==> src/hdl/plid_pkg.sv <==
// Package: shared types and codes for the positional list core.
`timescale 1ns / 1ps

package plid_pkg;

  localparam int unsigned LenW  = 7;
  localparam int unsigned PosW  = 6;
  localparam int unsigned WordW = 32;

  // Operation codes
  typedef enum logic [1:0] {
    FUNC_INSERT = 2'd0,
    FUNC_READ   = 2'd1,
    FUNC_DELETE = 2'd2,
    FUNC_CLEAR  = 2'd3
  } func_e;

  typedef enum logic {
    STATUS_OK     = 1'b0,
    STATUS_REJECT = 1'b1
  } status_e;

  // Request transaction
  typedef struct packed {
    logic [1:0]       func;
    logic [PosW-1:0]  position;
    logic [WordW-1:0] value;
  } req_t;

  // Result transaction
  typedef struct packed {
    logic             status;
    logic [WordW-1:0] read_data;
    logic [LenW-1:0]  current_length;
  } res_t;

  // Shift command broadcast to every cell
  typedef struct packed {
    logic             ins;
    logic             del;
    logic [LenW-1:0]  pos;
    logic [WordW-1:0] word;
  } shift_cmd_t;

endpackage

==> src/hdl/plid_cell.sv <==
// One list cell: holds one entry, loads, shifts up or shifts down.
`timescale 1ns / 1ps

module plid_cell #(
  parameter int unsigned IDX = 0
) (
  input  logic                          clk_i,
  input  plid_pkg::shift_cmd_t          cmd_i,
  input  logic [plid_pkg::WordW-1:0]    left_i,
  input  logic [plid_pkg::WordW-1:0]    right_i,
  output logic [plid_pkg::WordW-1:0]    data_o
);

  // Cells beyond the widest position are always past the target
  localparam bit Beyond = (IDX >= (1 << plid_pkg::LenW));
  localparam logic [plid_pkg::LenW-1:0] IdxNarrow = plid_pkg::LenW'(IDX);

  logic [plid_pkg::WordW-1:0] data_q, data_d;
  logic at_pos, past_pos;

  assign at_pos   = !Beyond && (IdxNarrow == cmd_i.pos);
  assign past_pos = Beyond || (IdxNarrow > cmd_i.pos);

  // Next entry value
  always_comb begin
    data_d = data_q;
    if (cmd_i.ins) begin
      if (at_pos) data_d = cmd_i.word;
      else if (past_pos) data_d = left_i;
    end else if (cmd_i.del) begin
      if (at_pos || past_pos) data_d = right_i;
    end
  end

  always_ff @(posedge clk_i) begin
    data_q <= data_d;
  end

  assign data_o = data_q;

endmodule

==> config.mk <==
export PLATFORM = sky130hd
export DESIGN_NAME = plid_cell
export DESIGN_NICKNAME = d
export VERILOG_FILES = /design/src/hdl/plid_pkg.sv /design/src/hdl/plid_cell.sv
export SDC_FILE = /design/constraint.sdc
export NUM_CORES = 1
export LEC_CHECK = 0
export BUFFER_PORTS_ARGS = -buffer_cell sky130_fd_sc_hd__buf_4
export CAP_MARGIN = 20
export CORE_ASPECT_RATIO = 1.75
export CORE_MARGIN = 3
export CORE_UTILIZATION = 31
export DETAILED_ROUTE_END_ITERATION = 12
export PLACE_DENSITY = 0.62
export RECOVER_POWER = 25
export SYNTH_ARGS = -nofsm -noshare
export SYNTH_HDL_FRONTEND = slang
export SYNTH_SLANG_ARGS = --single-unit
==> constraint.sdc <==
create_clock -name clk_i -period 5.6 [get_ports clk_i]
set_input_delay 0.56 -clock clk_i [delete_from_list [all_inputs] [get_ports clk_i]]
set_output_delay 0.56 -clock clk_i [all_outputs]
set_load 0.03 [all_outputs]
Word-level counts from Yosys, hierarchy flattened

Index checks and enable logic that the tools add are counted.
W data, S select, Z words.

Word-level logic and storage cells: 13
Bits in latches: 0
Memories kept: 0
Bits in registers: 32
RAM bits: 0
ROM bits: 0

Add/subtract/negate cells: 0
Shifts and indexed selects: 0
Bitwise gates (word level): 0
Order comparisons: 1
Reduce and logical (&&, ||, !) cells: 5
Eq/ne operators: 1
Multipliers: 0
Div/mod/pow operators: 0
Muxes and demuxes: 5

Operators with widths:

| kind                 | count |
|---|---|
| $mux W32             | 5 |
| $gt A1 B7 Y1 const A | 1 |
| $logic_not A7 Y1     | 1 |
| $reduce_bool A2 Y1   | 2 |
| $ne A3 B1 Y1 const B | 1 |
| $reduce_and A3 Y1    | 1 |
| $logic_or A1 B1 Y1   | 1 |

Longest topological paths before layout

Gate-level depths: netlist (run 1).

Word-level depth: 5
Mapped depth: 5
Mapped depth without buffers: 3

Worst setup path before layout (run 1)

OpenSTA, ideal clock, no wires.

Kind: input -> register
Start point: input cmd_i[36] (netlist name)
End point: register data_q (netlist bit data_o[0]), enable pin
Library setup time: 0.461 ns
Arrival: 3.690 ns
Required time: 5.139 ns
Buffers on the path: 2
Slack: 1.449 ns
Stages on the path: 4
Cell sequence: or4_4 buf_6 clkbuf_1 nor3_1

Cells in the longest elaborated chain, start to end: 4
Elaborated cells between the ends (all ways): 6
Classes of those cells: order compare: 1; eq/ne: 1; reduce/logical: 4

RTL lines:

| element                                                 | RTL line                         | RTL |
|---|---|---|
| start: declaration                                      | plid_cell.sv:8                   | `input plid_pkg::shift_cmd_t cmd_i,` |
| $gt A1 B7 Y1 / $logic_not A7 Y1 (equally long branches) | plid_cell.sv:22, plid_cell.sv:21 |  |
| $logic_or A1 B1 Y1                                      | plid_cell.sv:31                  | `if (at_pos \|\| past_pos) data_d = right_i;` |
| $reduce_bool A2 Y1 (no source line)                     | --                               |  |
| $reduce_and A3 Y1 (no source line) *                    | --                               |  |
| end signal: assignment                                  | plid_cell.sv:36                  | `data_q <= data_d;` |
| end: declaration                                        | plid_cell.sv:18                  | `logic [plid_pkg::WordW-1:0] data_q, data_d;` |

Every way passes the cells marked *; elsewhere a longest branch is shown, timed or not.
A chain may end at the register's enable or synchronous reset.

Final worst setup path (run 1)

Ends and elaborated chain as after synthesis.

==> results.py, run 1 <==
metrics = {
    "synthesis": {
        "synth_top_family_by_area": "compound AO/OA/AOI/OAI gates",
        "synthAdderAreaFrac": 0,
        "synthTopCellsByArea": "edfxtp_1 51%, o21ai_0 8.4%, nand4b_1 7.4%, o31a_1 7.4%, nor2_1 6.7%",
        "yosysWarnings": 0,
        "synth-seq-area-share": 0.507,
        "synth_area_um2": 1900,
        "synth_xor_xnor_area_share": 0,
        "synthSimpleGateAreaFrac": 0.160,
        "ys_ff_latch": 32,
        "synth.distinct_cells": 15,
        "syn_nets": 308,
        "post_synth.cell_area_avg_um2": 9.39,
        "synthCells": 202,
        "synth_compound_gate_area_share": 0.253,
        "synth_top_area_share": 0.507,
        "yosysTopAreaCell": "edfxtp_1",
        "synthMuxAreaShare": 0,
    },
    "global_routing": {
        "overflow": 0,
        "grt_pass1_vias": 1884,
        "track_usage": 0.159,
        "grt_pass1_wl_um": 8680,
        "grt_max_degree": 66,
        "antenna_found_initial": 0,
    },
    "detailed_routing": {
        "drc_errors": 0,
        "vias": 2019,
        "firstDrtPassIters": 4,
        "wl_um": 6010,
        "drtIter0Drc": 106,
        "antenna_left": 0,
        "wl_met3_um": 389,
        "post_drt_wl_per_cell_um": 14.7,
        "dr_wl_met2_um": 3370,
        "top_layer": "met4",
        "viasPerCell": 4.95,
        "m1WireLength_um": 2090,
    },
    "pwr": {
        "pwr-share-seq": 0.495,
        "intPower_mw": 0.416,
        "swShare": 0.229,
        "comb_power_share": 0.203,
        "p_per_area_nw_per_um2": 183,
        "netSwitchingPower_mw": 0.124,
        "ir_drop_mv": 0.136,
        "p_clk_frac": 0.302,
        "p_leak_nw": 1.21,
    },
    "worst_setup_path": {
        "worstSetupStartpointType": "primary input",
        "arrival_ns": 2.74,
        "worstPathRequired_ns": 5.56,
        "end_kind": "flop",
        "critPathMaxFanout": 49,
        "critical_path_class": "in -> reg",
    },
    "sta": {
        "fmax_mhz": 360,
        "worst_slew_pin_slew_ns": 0.980,
        "report.final.slew_viol_count": 0,
        "fin_crit_sh": 0.496,
        "relSlewSlack": 0.344,
        "rsz0062_at_grt": "false",
        "finalSetupViolCount": 0,
        "worst_hold_slack_ns": 0.597,
        "min_period_ns": 2.78,
        "hold_viol": 0,
        "setup_tns_ns": 0,
    },
    "finish": {
        "drive_gt1_frac": 0.382,
        "num_antenna_cells": 0,
        "final_common_cell": "buf_4",
        "final_cell_mix": "116 x buf_4, 34 x nor2_1, 32 x o21ai_0, 32 x edfxtp_1, 24 x clkbuf_1",
        "syn_to_final_growth_pct": 55.5,
        "fin_nets": 435,
        "largest_reg_flops": 32,
    },
    "worst_hold_path": {
        "min_from": "right_i[25]",
        "hold_path.class": "in -> reg",
        "min_path_cells": 3,
        "hold-path-endpoint": "data_o[25]$_DFFE_PP_",
    },
    "run_status": {
        "status": "finished clean",
    },
    "place": {
        "place_congestion": 0.830,
        "io_buffers": 137,
        "hpwlAfterDp_um": 4590,
    },
    "cts": {
        "hold_buffers": 0,
        "numCtsBuffers": 5,
        "cts_setup_buffers": 0,
        "cts.sinks": 32,
        "htree_levels": 2,
        "ctsLongestPathBuffers": 2,
        "cts_root_buf": "clkbuf_8",
        "postCtsResizedCells": 0,
        "clkTransAtPathRegs_ns": 0.07,
        "cts_tree": "yes",
    },
    "floorplan": {
        "io_pins": 138,
        "die_w_um": 65.1,
        "die_h_um": 109,
        "rows": 37,
        "coreArea_um2": 5930,
        "dieArea_um2": 7130,
        "start_util": 0.320,
    },
    "flow_run": {
        "drv_cap": 0,
    },
}
## routing by layer
metal / vias to the layer above / global-route usage
met5: - / 0
met1: 914 / 0.164
met4: 0 / 0.0668
met3: 12 / 0.0389
li1: 1005 / -
met2: 88 / 0.301
## cell type report
type | count | area (um^2)
repair buffers | 140 | 961
well taps | 78 | 97.6
fillers | 609 | 2980
clock inverters | 3 | 13.8
inverters | 16 | 60.1
multi-input cells | 134 | 788
flip-flops and latches | 32 | 961
clock buffers | 5 | 68.8
## metrics by stage
stage / utilization / power, mW / instance area [um^2] / worst slack, ns / std cells
4_1_cts: 0.513 / 0.546 / 3040 / 2.79 / 408
2_1_floorplan: - / 0.317 / 1900 / 1.45 / 202
5_1_grt: 0.498 / 0.568 / 2950 / 2.65 / 408
6_report: 0.498 / 0.539 / 2950 / 2.82 / 408
3_5_place_dp: 0.499 / 0.383 / 2960 / 2.51 / 400
3_3_place_gp: 0.499 / 0.382 / 2960 / 2.55 / 400
## kinds of logic (layout without fill, tap and decap cells)
group	count (synthesis)	in the layout
flops	32	32
buf+inv	36	164
compound gates	80	80
simple gates	54	54
## worst max path at each step
stage / cells past startpoint / from / to / slack, ns
4_1_cts: 4 / cmd_i[36] / data_o[2]$_DFFE_PP_ / 2.79
5_1_grt: 4 / cmd_i[36] / data_o[2]$_DFFE_PP_ / 2.65
3_5_place_dp: 4 / cmd_i[36] / data_o[29]$_DFFE_PP_ / 2.51
6_report: 4 / cmd_i[36] / data_o[0]$_DFFE_PP_ / 2.82
2_1_floorplan: 4 / cmd_i[36] / data_o[0]$_DFFE_PP_ / 1.45
3_3_place_gp: 4 / cmd_i[36] / data_o[26]$_DFFE_PP_ / 2.55
## worst max-delay path: stages
cell,delay [ns]
buf_4,0.12
or4_4,0.76
nor3_2,0.87
buf_4,0.41
## cells in the mapped netlist
cell	n
nor2_1	34
edfxtp_1	32
o21ai_0	32
a21oi_1	16
a31oi_1	16
clkbuf_1	16
inv_1	16
nand4b_1	16
o31a_1	16
buf_2	2
buf_6	2
nor3_1	1
nor4_2	1
or3_1	1
or4_4	1
## power groups by stage
stage / logic (mW) / registers (mW) / clock network, mW
floorplan: 0.0426 / 0.275 / 0
global placement: 0.110 / 0.272 / 0
detailed placement: 0.111 / 0.272 / 0
CTS: 0.111 / 0.267 / 0.168
global route: 0.121 / 0.267 / 0.180
finish: 0.109 / 0.267 / 0.163
(Power assumes the default switching activity.)
==> run 2, diff against run 1 <==
PLACE_DENSITY = 0.64   (was 0.62)
clock period = 2.55 ns   (was 5.6 ns; I/O delays follow)
==> results.py, run 2 (synthesis gave the netlist of run 1 again) <==
metrics = {
    "run_status": {
        "status": "finished clean",
    },
    "detailed_routing": {
        "vias": 2062,
        "antenna_left": 0,
        "post_drt_wl_per_cell_um": 15.4,
        "wl_met3_um": 361,
        "top_layer": "met4",
        "m1WireLength_um": 2170,
        "wl_um": 6340,
        "drtIter0Drc": 141,
        "viasPerCell": 5.00,
        "firstDrtPassIters": 6,
        "drc_errors": 0,
        "dr_wl_met2_um": 3640,
    },
    "cts": {
        "cts.sinks": 32,
        "clkTransAtPathRegs_ns": 0.07,
        "cts_setup_buffers": 0,
        "ctsLongestPathBuffers": 2,
        "htree_levels": 2,
        "cts_root_buf": "clkbuf_8",
        "postCtsResizedCells": 0,
        "cts_tree": "yes",
        "numCtsBuffers": 5,
        "hold_buffers": 0,
    },
    "worst_setup_path": {
        "cp_top_family": "simple AND/OR/NAND/NOR gates",
        "critical_path_class": "in -> reg",
        "crit_top_cell": "buf_4",
        "worstSetupStartpointType": "primary input",
        "critPathMaxFanout": 30,
        "slowest_delay_ns": 0.60,
        "crit_path_start": "cmd_i[37]",
        "worstPathRequired_ns": 2.56,
        "arrival_ns": 1.70,
        "end_kind": "flop",
        "worst_path_max_delay_cell": "or3_1",
        "critPathBufInv": 2,
        "crit_path_cell_trace": "buf_4, or3_1, buf_4, o21ai_0, a31oi_1",
    },
    "floorplan": {
        "dieArea_um2": 7130,
        "die_w_um": 65.1,
        "die_h_um": 109,
        "coreArea_um2": 5930,
        "start_util": 0.320,
        "rows": 37,
        "io_pins": 138,
    },
    "pwr": {
        "comb_power_share": 0.206,
        "ir_drop_mv": 0.264,
        "netSwitchingPower_mw": 0.275,
        "p_leak_nw": 1.23,
        "intPower_mw": 0.921,
        "p_per_area_nw_per_um2": 401,
        "pwr-share-seq": 0.491,
        "swShare": 0.230,
        "total_power_mw": 1.20,
        "p_clk_frac": 0.303,
    },
    "finish": {
        "utilization": 0.504,
        "syn_to_final_growth_pct": 57.3,
        "final_cells": 412,
        "fin_nets": 439,
        "num_antenna_cells": 0,
        "final_cell_mix": "120 x buf_4, 34 x nor2_1, 32 x o21ai_0, 32 x edfxtp_1, 26 x clkbuf_1",
        "largest_reg_flops": 32,
        "fill_cells": 606,
        "drive_gt1_frac": 0.383,
        "final_common_cell": "buf_4",
    },
    "global_routing": {
        "grt_pass1_wl_um": 9160,
        "track_usage": 0.169,
        "grt_max_degree": 34,
        "antenna_found_initial": 0,
        "overflow": 0,
        "grt_pass1_vias": 1925,
    },
    "worst_hold_path": {
        "hold-path-endpoint": "data_o[23]$_DFFE_PP_",
        "hold_path.class": "in -> reg",
        "min_path_cells": 3,
        "min_from": "right_i[23]",
    },
    "sta": {
        "setup_tns_ns": 0,
        "rsz0062_at_grt": "false",
        "min_period_ns": 1.69,
        "relSlewSlack": 0.564,
        "report.final.slew_viol_count": 0,
        "fin_crit_sh": 0.664,
        "fmax_mhz": 590,
        "hold_viol": 0,
        "worst_slew_pin_slew_ns": 0.654,
        "finalSetupViolCount": 0,
    },
    "flow_run": {
        "drv_cap": 0,
    },
    "place": {
        "place_congestion": 0.785,
        "io_buffers": 137,
        "hpwlAfterDp_um": 4900,
        "dp.cells": 404,
    },
}
==> run 2: cell count changes in the layout (fill, tap and decap cells not counted) <==
cell | previous run | this run
clkinv_2 | 2 | 0
nor3_4 | 0 | 1
clkbuf_1 | 24 | 26
buf_4 | 116 | 120
nor3_2 | 1 | 0
==> run 2: final cells by class <==
cell class	instances	area, um^2	share of cell area
Clock buffer	7	76.3	0.0256
Inverter	16	60.1	0.0201
Tap cell	78	97.6	0.0327
Clock inverter	1	3.75	0.00126
Multi-Input combinational cell	134	795	0.266
Sequential cell	32	961	0.322
Timing Repair Buffer	144	991	0.332
==> run 2: power groups by stage <==
stage | Combinational (mW) | Clock, mW | Sequential, mW
CTS | 0.249 | 0.369 | 0.587
finish | 0.247 | 0.363 | 0.587
floorplan | 0.0945 | 0 | 0.604
global placement | 0.247 | 0 | 0.598
global route | 0.272 | 0.386 | 0.587
detailed placement | 0.249 | 0 | 0.598
==> run 2: how the worst max path moves through the flow <==
stage / to / cells after the start
global route: data_o[1]$_DFFE_PP_ / 5
floorplan: data_o[0]$_DFFE_PP_ / 4
finish: data_o[4]$_DFFE_PP_ / 5
CTS: data_o[4]$_DFFE_PP_ / 5
detailed placement: data_o[4]$_DFFE_PP_ / 5
global placement: data_o[4]$_DFFE_PP_ / 5
==> run 2: layer usage <==
metal	track usage	vias to the layer above
met4	0.0623	0
li1	-	1014
met1	0.171	944
met5	0	-
met2	0.334	90
met3	0.0317	14
==> run 2: per-stage QoR <==
stage,worst slack (ns),hold WS [ns],cell area (um^2)
floorplan,0.132,0.480,1910
global placement,0.558,0.574,2990
detailed placement,0.531,0.576,2990
CTS,0.828,0.291,3070
global route,0.739,0.300,2980
finish,0.856,0.296,2980
==> run 3, diff against run 2 <==
PLACE_DENSITY = 0.62   (was 0.64)
clock period = 1.6 ns   (was 2.55 ns; I/O delays follow)
==> results.py, run 3 (synthesis gave the netlist of run 1 again) <==
metrics = {
    "place": {
        "place_congestion": 0.813,
        "dp.cells": 409,
        "dpl_worst_slack_ns": -0.0584,
        "hpwlAfterDp_um": 4950,
        "io_buffers": 137,
        "place_area_um2": 3080,
    },
    "global_routing": {
        "grt_pass1_vias": 1958,
        "overflow": 0,
        "grt_max_degree": 65,
        "track_usage": 0.169,
        "antenna_found_initial": 0,
        "grt_pass1_wl_um": 9040,
    },
    "worst_setup_path": {
        "critPathMaxFanout": 35,
        "crit_path_start": "cmd_i[36]",
        "worst_path_max_delay_cell": "or4_4",
        "end_kind": "flop",
        "arrival_ns": 1.48,
        "slowest_delay_ns": 0.57,
        "worstPathRequired_ns": 1.73,
        "worstSetupStartpointType": "primary input",
        "critical_path_class": "in -> reg",
        "crit_path_cell_trace": "buf_4, or4_4, buf_12, o31a_1, a21oi_1",
    },
    "run_status": {
        "status": "finished clean",
    },
    "detailed_routing": {
        "vias": 2039,
        "viasPerCell": 4.89,
        "drtIter0Drc": 111,
        "wl_um": 6380,
        "antenna_left": 0,
        "firstDrtPassIters": 6,
        "drc_errors": 0,
        "post_drt_wl_per_cell_um": 15.3,
    },
    "flow_run": {
        "drv_cap": 0,
    },
    "floorplan": {
        "rows": 37,
        "io_pins": 138,
        "start_util": 0.320,
        "dieArea_um2": 7130,
        "die_h_um": 109,
        "coreArea_um2": 5930,
        "die_w_um": 65.1,
    },
    "cts": {
        "clkTransAtPathRegs_ns": 0.07,
        "htree_levels": 2,
        "hold_buffers": 0,
        "numCtsBuffers": 5,
        "cts_setup_buffers": 0,
        "cts_tree": "yes",
        "cts_root_buf": "clkbuf_8",
        "cts.sinks": 32,
        "ctsLongestPathBuffers": 2,
        "postCtsResizedCells": 0,
    },
    "finish": {
        "syn_to_final_growth_pct": 63.3,
        "design_area_um2": 3100,
        "largest_reg_flops": 32,
        "drive_gt1_frac": 0.395,
        "final_cell_mix": "121 x buf_4, 34 x nor2_1, 32 x o21ai_0, 32 x edfxtp_1, 24 x clkbuf_1",
        "final_common_cell": "buf_4",
        "final_cells": 417,
        "num_antenna_cells": 0,
        "fin_nets": 444,
    },
    "sta": {
        "setup_ws_ns": 0.248,
        "min_period_ns": 1.35,
        "worst_hold_slack_ns": 0.199,
        "relSlewSlack": 0.705,
        "hold_viol": 0,
        "rsz0062_at_grt": "false",
        "finalSetupViolCount": 0,
        "fmax_mhz": 739,
        "fin_crit_sh": 0.845,
        "report.final.slew_viol_count": 0,
        "worst_slew_pin_slew_ns": 0.444,
    },
    "pwr": {
        "total_power_mw": 2.08,
        "p_leak_nw": 1.28,
        "ir_drop_mv": 0.452,
        "p_per_area_nw_per_um2": 670,
    },
    "worst_hold_path": {
        "hold_path.class": "in -> reg",
        "min_from": "right_i[25]",
    },
}
[run 3: final cells by class]
class                           count  area [um^2]
Timing Repair Buffer              149         1080
Sequential cell                    32          961
Tap cell                           78         97.6
Inverter                           16         60.1
Fill cell                         592         2830
Clock buffer                        5         68.8
Clock inverter                      3         37.5
Multi-Input combinational cell    134          795
[run 3: power by group]
part	leakage, nW	total, mW	internal, mW	switching [mW]
Clock	0.0532	0.734	0.453	0.281
Combinational	0.926	0.406	0.244	0.163
Sequential	0.298	0.935	0.934	0.00115
[run 3: worst paths after layout]
kind,to,slack (ns),cells past startpoint
setup / recovery,data_o[0]$_DFFE_PP_,0.25,5
hold / removal,data_o[25]$_DFFE_PP_,0.20,3
[run 3: worst max-delay path, delay by kind of cell]
kind            cells  cell delay, ns
simple gates        1            0.57
buf+inv             2            0.30
compound gates      2            0.42
[run 3: layer usage]
layer	vias up	wire (um)	share of wire	GRT usage
li1	1026	-	-	-
met1	913	2200	0.34	0.170
met2	82	3600	0.56	0.325
met3	18	329	0.052	0.0245
met4	0	253	0.040	0.0935
met5	-	0	0	0
[run 3: per-stage QoR]
stage	utilization	TNS, ns
finish	0.523	0
global route	0.523	0
CTS	0.538	0
detailed placement	0.520	-1.12
global placement	0.520	-0.696
floorplan	-	-19.20
